**config.mk**
```make
export PLATFORM = sky130hd
export DESIGN_NAME = accel_face_orientation_debounce
export DESIGN_NICKNAME = d
export VERILOG_FILES = /design/src/hw/rtl/afod_pkg.sv /design/src/hw/rtl/accel_face_orientation_debounce.sv /design/src/hw/rtl/afod_axis_lane.sv /design/src/hw/rtl/afod_merge.sv
export SDC_FILE = /design/constraint.sdc
export NUM_CORES = 1
export LEC_CHECK = 0
export BUFFER_PORTS_ARGS = -buffer_cell sky130_fd_sc_hd__buf_2
export CORE_AREA = 4 4 294 152
export CTS_BUF_LIST = sky130_fd_sc_hd__clkbuf_2
export DETAILED_ROUTE_END_ITERATION = 7
export DIE_AREA = 0 0 298 156
export GPL_TIMING_DRIVEN = 0
export PLACE_DENSITY_LB_ADDON = 0.05
export SLEW_MARGIN = 20
export SYNTH_ARGS = -nofsm -noshare
export SYNTH_HDL_FRONTEND = slang
export SYNTH_HIERARCHICAL = 1
export SYNTH_SLANG_ARGS = --single-unit
```
**constraint.sdc**
```tcl
create_clock -name aclk -period 5.1 [get_ports aclk]
set_input_delay 0.51 -clock aclk [delete_from_list [all_inputs] [get_ports aclk]]
set_output_delay 0.51 -clock aclk [all_outputs]
set_load 0.01 [all_outputs]
```
**src/hw/rtl/afod_pkg.sv**
```systemverilog
// Shared types and constants for the face orientation debounce block.
// Used by afod_axis_lane, afod_merge and the top level; no dependencies.
package afod_pkg;

    localparam int SAMPLE_W = 16;
    localparam int MAG_W    = 16;   // |-32768| = 32768 still fits unsigned
    localparam int DELTA_W  = 16;   // |a - b| <= 65535
    localparam int CHANGE_W = 18;   // sum of three deltas
    localparam int FACE_W   = 3;
    localparam int COUNT_W  = 8;

    localparam int FACE_THR_W   = 15;
    localparam int MOTION_THR_W = 18;
    localparam int CONFIRM_W    = 8;
    localparam int CFG_DATA_W   = 18;
    localparam int CFG_IDX_W    = 2;

    // register indexes
    localparam logic [CFG_IDX_W-1:0] REG_FACE_THR   = 2'd0;
    localparam logic [CFG_IDX_W-1:0] REG_MOTION_THR = 2'd1;
    localparam logic [CFG_IDX_W-1:0] REG_CONFIRM    = 2'd2;

    localparam logic [FACE_THR_W-1:0]   FACE_THR_RST   = 15'd11468;
    localparam logic [MOTION_THR_W-1:0] MOTION_THR_RST = 18'd4915;
    localparam logic [CONFIRM_W-1:0]    CONFIRM_RST    = 8'd3;

    // face codes
    localparam logic [FACE_W-1:0] FACE_NONE  = 3'd0;
    localparam logic [FACE_W-1:0] FACE_POS_Z = 3'd1;
    localparam logic [FACE_W-1:0] FACE_NEG_Z = 3'd2;
    localparam logic [FACE_W-1:0] FACE_POS_X = 3'd3;
    localparam logic [FACE_W-1:0] FACE_NEG_X = 3'd4;
    localparam logic [FACE_W-1:0] FACE_POS_Y = 3'd5;
    localparam logic [FACE_W-1:0] FACE_NEG_Y = 3'd6;

    localparam logic [COUNT_W-1:0] COUNT_MAX = {COUNT_W{1'b1}};

    typedef struct packed {
        logic [MAG_W-1:0]   mag;
        logic               neg;
        logic [DELTA_W-1:0] delta;
    } lane_res_t;

    typedef struct packed {
        logic [FACE_THR_W-1:0]   face_thr;
        logic [MOTION_THR_W-1:0] motion_thr;
        logic [CONFIRM_W-1:0]    confirm;
    } cfg_t;

endpackage

```
**src/hw/rtl/accel_face_orientation_debounce.sv**
```systemverilog
// Top level of the face orientation debounce block: config registers,
// three axis lanes and the merge stage. Depends on afod_pkg, afod_axis_lane, afod_merge.
//
//   channel   direction  handshake             payload
//   s_        in         s_valid / s_ready     s_accel_x, s_accel_y, s_accel_z
//   m_        out        m_valid / m_ready     m_face_now, m_moving, m_face_changed,
//                                              m_reported_face
//   cfg_      in         cfg_wr_en             cfg_index, cfg_wdata
//
// One request per cycle sustained while m_ready is high. A request reaches m_valid
// through stage one, the lane register, and stage two, the merge/output register,
// so a new request is taken while a finished result waits. Debounce state updates as a
// request enters the output register. Reset (synchronous, aresetn low) restores
// register defaults and clears history, candidate, count and reported face.
module accel_face_orientation_debounce (
    input  logic                                   aclk,
    input  logic                                   aresetn,
    input  logic                                   cfg_wr_en,
    input  logic [afod_pkg::CFG_IDX_W-1:0]         cfg_index,
    input  logic [afod_pkg::CFG_DATA_W-1:0]        cfg_wdata,
    input  logic                                   s_valid,
    output logic                                   s_ready,
    input  logic signed [afod_pkg::SAMPLE_W-1:0]   s_accel_x,
    input  logic signed [afod_pkg::SAMPLE_W-1:0]   s_accel_y,
    input  logic signed [afod_pkg::SAMPLE_W-1:0]   s_accel_z,
    output logic                                   m_valid,
    input  logic                                   m_ready,
    output logic [afod_pkg::FACE_W-1:0]            m_face_now,
    output logic                                   m_moving,
    output logic                                   m_face_changed,
    output logic [afod_pkg::FACE_W-1:0]            m_reported_face
);

    afod_pkg::cfg_t      cfg_reg;
    logic                lane_valid_reg;
    logic                merge_ready;
    logic                load;
    afod_pkg::lane_res_t res_x, res_y, res_z;

    always_ff @(posedge aclk) begin
        if (!aresetn) begin
            cfg_reg.face_thr   <= afod_pkg::FACE_THR_RST;
            cfg_reg.motion_thr <= afod_pkg::MOTION_THR_RST;
            cfg_reg.confirm    <= afod_pkg::CONFIRM_RST;
        end else if (cfg_wr_en) begin
            unique case (cfg_index)
                afod_pkg::REG_FACE_THR: begin
                    cfg_reg.face_thr <= cfg_wdata[afod_pkg::FACE_THR_W-1:0];
                end
                afod_pkg::REG_MOTION_THR: begin
                    cfg_reg.motion_thr <= cfg_wdata[afod_pkg::MOTION_THR_W-1:0];
                end
                afod_pkg::REG_CONFIRM: begin
                    cfg_reg.confirm <= cfg_wdata[afod_pkg::CONFIRM_W-1:0];
                end
                default: begin
                end
            endcase
        end
    end

    assign s_ready = !lane_valid_reg || merge_ready;
    assign load    = s_valid && s_ready;

    always_ff @(posedge aclk) begin
        if (!aresetn) begin
            lane_valid_reg <= 1'b0;
        end else if (s_ready) begin
            lane_valid_reg <= s_valid;
        end
    end

    afod_axis_lane u_lane_x (
        .aclk    (aclk),
        .aresetn (aresetn),
        .load    (load),
        .sample  (s_accel_x),
        .res     (res_x)
    );

    afod_axis_lane u_lane_y (
        .aclk    (aclk),
        .aresetn (aresetn),
        .load    (load),
        .sample  (s_accel_y),
        .res     (res_y)
    );

    afod_axis_lane u_lane_z (
        .aclk    (aclk),
        .aresetn (aresetn),
        .load    (load),
        .sample  (s_accel_z),
        .res     (res_z)
    );

    afod_merge u_merge (
        .aclk            (aclk),
        .aresetn         (aresetn),
        .cfg             (cfg_reg),
        .in_valid        (lane_valid_reg),
        .in_ready        (merge_ready),
        .lane_x          (res_x),
        .lane_y          (res_y),
        .lane_z          (res_z),
        .m_valid         (m_valid),
        .m_ready         (m_ready),
        .m_face_now      (m_face_now),
        .m_moving        (m_moving),
        .m_face_changed  (m_face_changed),
        .m_reported_face (m_reported_face)
    );

    // a lane result never drops while the merge stage is blocked
    a_lane_holds: assert property (@(posedge aclk) disable iff (!aresetn)
        (lane_valid_reg && !merge_ready) |=> lane_valid_reg)
        else $error("lane stage lost a request");

    // the input side only takes a request when the lane stage can move on
    a_no_overwrite: assert property (@(posedge aclk) disable iff (!aresetn)
        (load && lane_valid_reg) |-> merge_ready)
        else $error("lane stage overwritten");

    // a blocked output stalls the lane stage as well
    a_stall_backs_up: assert property (@(posedge aclk) disable iff (!aresetn)
        (m_valid && !m_ready && lane_valid_reg) |-> !s_ready)
        else $error("ready asserted with both stages full");

endmodule

```
**src/hw/rtl/afod_axis_lane.sv**
```systemverilog
// One axis lane: magnitude, sign and absolute change against the previous sample.
// Depends on afod_pkg.
module afod_axis_lane (
    input  logic                                aclk,
    input  logic                                aresetn,
    input  logic                                load,
    input  logic signed [afod_pkg::SAMPLE_W-1:0] sample,
    output afod_pkg::lane_res_t                 res
);

    logic signed [afod_pkg::SAMPLE_W-1:0] prev_reg;
    afod_pkg::lane_res_t                  res_reg;
    afod_pkg::lane_res_t                  res_next;
    logic signed [afod_pkg::SAMPLE_W:0]   diff;
    logic signed [afod_pkg::SAMPLE_W:0]   sample_ext;

    always_comb begin
        sample_ext = {sample[afod_pkg::SAMPLE_W-1], sample};
        diff       = sample_ext - {prev_reg[afod_pkg::SAMPLE_W-1], prev_reg};
        res_next.neg   = sample[afod_pkg::SAMPLE_W-1];
        res_next.mag   = sample[afod_pkg::SAMPLE_W-1] ?
                         afod_pkg::MAG_W'(-sample_ext) : afod_pkg::MAG_W'(sample_ext);
        res_next.delta = diff[afod_pkg::SAMPLE_W] ?
                         afod_pkg::DELTA_W'(-diff) : afod_pkg::DELTA_W'(diff);
    end

    always_ff @(posedge aclk) begin
        if (!aresetn) begin
            prev_reg <= '0;
        end else if (load) begin
            prev_reg <= sample;
        end
    end

    always_ff @(posedge aclk) begin
        if (load) begin
            res_reg <= res_next;
        end
    end

    assign res = res_reg;

endmodule

```
**src/hw/rtl/afod_merge.sv**
```systemverilog
// Merge stage: face vote across the three lanes, motion sum, debounce, output register.
// Depends on afod_pkg.
module afod_merge (
    input  logic                              aclk,
    input  logic                              aresetn,
    input  afod_pkg::cfg_t                    cfg,
    input  logic                              in_valid,
    output logic                              in_ready,
    input  afod_pkg::lane_res_t               lane_x,
    input  afod_pkg::lane_res_t               lane_y,
    input  afod_pkg::lane_res_t               lane_z,
    output logic                              m_valid,
    input  logic                              m_ready,
    output logic [afod_pkg::FACE_W-1:0]       m_face_now,
    output logic                              m_moving,
    output logic                              m_face_changed,
    output logic [afod_pkg::FACE_W-1:0]       m_reported_face
);

    logic                              out_valid_reg;
    logic [afod_pkg::FACE_W-1:0]       face_now_reg;
    logic                              moving_reg;
    logic                              changed_reg;
    logic [afod_pkg::FACE_W-1:0]       reported_reg;

    logic [afod_pkg::FACE_W-1:0]       cand_reg, cand_next;
    logic [afod_pkg::COUNT_W-1:0]      count_reg, count_next;
    logic [afod_pkg::FACE_W-1:0]       last_reg, last_next;

    logic [afod_pkg::CHANGE_W-1:0]     change;
    logic                              moving;
    logic [afod_pkg::FACE_W-1:0]       face;
    logic                              changed;
    logic [afod_pkg::MAG_W-1:0]        thr;
    logic                              take;

    assign in_ready = !out_valid_reg || m_ready;
    assign take     = in_valid && in_ready;

    always_comb begin
        thr    = afod_pkg::MAG_W'(cfg.face_thr);
        change = afod_pkg::CHANGE_W'(lane_x.delta) + afod_pkg::CHANGE_W'(lane_y.delta)
               + afod_pkg::CHANGE_W'(lane_z.delta);
        moving = change > cfg.motion_thr;

        // axes tested in order Z, X, Y; winner must be strictly largest
        if (lane_z.mag > thr && lane_z.mag > lane_x.mag && lane_z.mag > lane_y.mag) begin
            face = lane_z.neg ? afod_pkg::FACE_NEG_Z : afod_pkg::FACE_POS_Z;
        end else if (lane_x.mag > thr && lane_x.mag > lane_y.mag
                     && lane_x.mag > lane_z.mag) begin
            face = lane_x.neg ? afod_pkg::FACE_NEG_X : afod_pkg::FACE_POS_X;
        end else if (lane_y.mag > thr && lane_y.mag > lane_x.mag
                     && lane_y.mag > lane_z.mag) begin
            face = lane_y.neg ? afod_pkg::FACE_NEG_Y : afod_pkg::FACE_POS_Y;
        end else begin
            face = afod_pkg::FACE_NONE;
        end

        cand_next  = cand_reg;
        count_next = count_reg;
        if (face == afod_pkg::FACE_NONE) begin
            count_next = '0;
            if (moving) begin
                cand_next = afod_pkg::FACE_NONE;
            end
        end else if (face == cand_reg) begin
            if (count_reg != afod_pkg::COUNT_MAX) begin
                count_next = count_reg + 1'b1;
            end
        end else begin
            count_next = afod_pkg::COUNT_W'(1);
            cand_next  = face;
        end

        changed   = (face != afod_pkg::FACE_NONE) && (face != last_reg)
                 && (count_next >= cfg.confirm);
        last_next = changed ? face : last_reg;
    end

    always_ff @(posedge aclk) begin
        if (!aresetn) begin
            out_valid_reg <= 1'b0;
            cand_reg      <= afod_pkg::FACE_NONE;
            count_reg     <= '0;
            last_reg      <= afod_pkg::FACE_NONE;
        end else begin
            if (take) begin
                out_valid_reg <= 1'b1;
                cand_reg      <= cand_next;
                count_reg     <= count_next;
                last_reg      <= last_next;
            end else if (m_ready) begin
                out_valid_reg <= 1'b0;
            end
        end
    end

    always_ff @(posedge aclk) begin
        if (take) begin
            face_now_reg <= face;
            moving_reg   <= moving;
            changed_reg  <= changed;
            reported_reg <= last_next;
        end
    end

    assign m_valid         = out_valid_reg;
    assign m_face_now      = face_now_reg;
    assign m_moving        = moving_reg;
    assign m_face_changed  = changed_reg;
    assign m_reported_face = reported_reg;

    // a running count always belongs to a real candidate
    a_count_has_cand: assert property (@(posedge aclk) disable iff (!aresetn)
        (count_reg != '0) |-> (cand_reg != afod_pkg::FACE_NONE))
        else $error("confirm count without candidate");

    // reported face moves only together with a change request
    a_last_moves_on_change: assert property (@(posedge aclk) disable iff (!aresetn)
        ($past(aresetn) && (last_reg != $past(last_reg)))
            |-> (out_valid_reg && changed_reg))
        else $error("reported face changed silently");

    // a change request reports the face just seen
    a_change_matches_face: assert property (@(posedge aclk) disable iff (!aresetn)
        (out_valid_reg && changed_reg)
            |-> (reported_reg == face_now_reg && face_now_reg != afod_pkg::FACE_NONE))
        else $error("change request with wrong face");

endmodule
```
==> impl_metrics.ini <==
[yosys]
yosysSeqAreaShare_pct = 32.0
syn_area_sq_um = 16600
synth_nets = 2057
yosys_warnings = 6
synth_edf_count = 107
ys.flop_type = edfxtp_1
yosys_register_bits = 212
synthArstFlopShare_pct = 0
synthCells = 1773
synth_cell_types = 100
post_synth.cell_area_avg_sq_um = 9.37

[pwr]
power.total_w = 0.00742
peakVddDrop_v = 0.000235
power_density_nw_per_um2 = 376
p_leak_nw = 8.27

[clock_network]
cts-buffers-inserted = 55
root_buffer = clkbuf_2
insertion_delay_ns = 0.91
clkTransAtPathRegs_ns = 0.14
cts.htree.levels = 2
cts_buffer_depth = 3
cts_tree = done
cts_num_sinks = 212

[critical_path]
cpMostUsedCell = a21o_1
max_stage_delay_ns = 0.58
slowest_stage = or4_4
worstPathMaxFanout = 4
criticalPathCategory = reg2reg
timing.reg2reg.setup_slack_ns = -0.04
critPathCaptureType = register
required_ns = 5.75
critPathLaunchType = register
path_cells = ha_4 > nand4_1 > or4_4 > a21oi_4 > nor3_4 > or4_4 > and3_4 > a2111oi_4 > nand2_2 > nor2_2 > ha_1 > a21o_1 > a21o_1 > a21o_1 > a21o_1 > a2111oi_4 > buf_4 > o31ai_2 > o21a_1
crit_arrival_ns = 5.78

[die]
dieArea_sq_um = 46500
die_h_um = 156
core_sq_um = 41800
die_w_um = 298
start_util_pct = 39.7
rows = 53
ios = 83

[global_routing]
overflow = 0
first_global_vias = 13295
antenna_found_initial = 2
grt_usage_pct = 20.6
grt_pass1_wl_um = 75100
grt_max_degree = 40

[final_layout]
multiInputGateArea_sq_um = 10800
final_util_pct = 47.2
layout_commonest_cell = ha_1
largest_reg_flops = 41
seqCellArea_sq_um = 5320
syn_to_final_growth_pct = 18.7
drive_gt1_share_pct = 16.5
nets = 2305
postLayoutCellArea_sq_um = 19700
n_fill_cell = 4111
mostFrequentLayoutCells = 200 x ha_1, 178 x inv_1, 134 x nand2_1, 118 x xnor2_1, 107 x edfxtp_1

[place]
place_congestion = 0.826
placed_area_sq_um = 17800
dpl.hpwl_um = 37000
port_buffers = 82

[sta]
fin_worst_skew_ns = 0.0628
grt_setup_unrepaired = true
hold_ws_ns = 0.221
finalCritPeriodShare_pct = 101
drv_slew = 0
slew_headroom_pct = 45.4
worst_slew_pin_slew_ns = 0.810
fmax_mhz = 195
tns_ns = -0.0774
finalSetupViolations = 3
hold_viol = 0
min_period_ns = 5.14
setup_ws_ns = -0.0359

[detailed_routing]
wl_um = 48700
first_pass_iters = 6
ant_nets = 0
dr_wl_met3_um = 2280
dr.first_iter.drc_count = 885
drc = 0
met2_length_um = 20900
top_layer = met4
routedWlPerCell_um = 18.6
vias = 13752
met1_length_um = 24600
viasPerCell = 5.26

[min_path]
hp-class = in2reg

[outcome]
violations = negative setup slack
outcome = complete, but fails checks

[run]
cap_violations = 0
[timing repair]
action	CTS	global route
hold endpoints to repair	138	0
setup buffers	22	10
pin swaps	50	21
hold buffers	76	0
gates resized for setup	51	27
setup endpoints to repair	11	11
[cell type report]
type | count | area share [%]
clock buffer | 78 | 1.98
tap | 550 | 3.49
timing repair buffer | 192 | 7.37
sequential | 212 | 27.0
inverter | 186 | 3.59
buffer | 37 | 1.09
antenna | 1 | 0.0127
clock inverter | 23 | 0.851
multi-input combinational | 1337 | 54.6
[final timing paths]
check / from / end / cells past startpoint
max: u_lane_x/res[27] / u_merge/m_reported_face[1] / 19
min: aresetn / u_lane_y/prev_reg[15] / 2
max reg2reg: u_lane_x/res[27] / u_merge/m_reported_face[1] / 19
min reg2reg: cfg_reg[6] / cfg_reg[6] / 2
[metrics by stage]
stage | cells | worst slack, ns
CTS | 2605 | -0.00264
detailed placement | 2407 | -1.06
floorplan | 1773 | 0.0409
finish | 2616 | -0.0359
global placement | 2405 | -1.07
global route | 2616 | -0.305
[cell usage after synthesis (4+ instances only)]
| cell | number | area (sq um) |
|---|---|---|
| o21a_1 | 16 | 120 |
| or2_2 | 11 | 68.8 |
| nand3_1 | 31 | 155 |
| nand4bb_1 | 4 | 45.0 |
| nand2b_1 | 22 | 138 |
| inv_1 | 183 | 687 |
| xor2_1 | 31 | 272 |
| o21bai_1 | 7 | 52.6 |
| and3_1 | 16 | 100 |
| o21ai_0 | 53 | 265 |
| edfxtp_1 | 107 | 3210 |
| o41ai_1 | 5 | 43.8 |
| buf_2 | 4 | 20.0 |
| xnor2_1 | 120 | 1050 |
| a21oi_1 | 99 | 495 |
| a22o_1 | 4 | 35.0 |
| nand2_1 | 135 | 507 |
| clkbuf_1 | 24 | 90.1 |
| fa_1 | 5 | 100 |
| a41oi_1 | 4 | 35.0 |
| a2111oi_0 | 6 | 52.6 |
| a21boi_0 | 6 | 45.0 |
| ha_1 | 206 | 2580 |
| nor2_1 | 90 | 338 |
| or3_1 | 10 | 62.6 |
| nor4_1 | 11 | 68.8 |
| a21o_1 | 30 | 225 |
| and3_2 | 5 | 37.5 |
| nor2b_1 | 75 | 469 |
| nor3_1 | 19 | 95.1 |
| nand3b_1 | 5 | 37.5 |
| a32oi_1 | 4 | 35.0 |
| nand4b_1 | 7 | 61.3 |
| and2_1 | 12 | 75.1 |
| a211o_1 | 9 | 78.8 |
| mux2i_1 | 81 | 811 |
| a31oi_1 | 12 | 75.1 |
| dfxtp_1 | 105 | 2100 |
| o211ai_1 | 29 | 218 |
| o31ai_1 | 19 | 143 |
| nand4_1 | 31 | 194 |
| buf_6 | 9 | 101 |
| a211oi_1 | 14 | 105 |
[where the power goes]
group	internal [W]	switching, W
sequential	0.00201	0.000102
clock	0.000567	0.000788
combinational	0.00175	0.00220
total	0.00433	0.00309
[kinds of logic after synthesis]
kind of cell,after synthesis,synth area share [%]
multiplexers,83,5.02
adder cells (fa/ha/maj),211,16.1
AO/OA/AOI/OAI,373,16.3
flip-flops,212,32.0
buffers and inverters,224,5.53
AND/OR/NAND/NOR,516,16.8
XOR/XNOR,154,8.26
[critical path: cells and delay by family (launching register included)]
family,cells,cell delay (ns)
buffers and inverters,1,0.21
AOI/OAI and AO/OA,9,1.89
and+or+nand+nor,7,1.70
DFF,1,0.53
adders and majority gates,2,0.56
[per-layer routing]
metal | vias to the layer above | GRT usage [%]
met5 | - | 0
met3 | 72 | 3.77
met1 | 6498 | 29.5
met2 | 253 | 32.6
li1 | 6929 | -
met4 | 0 | 4.15
Power figures use the tool's default switching activity.
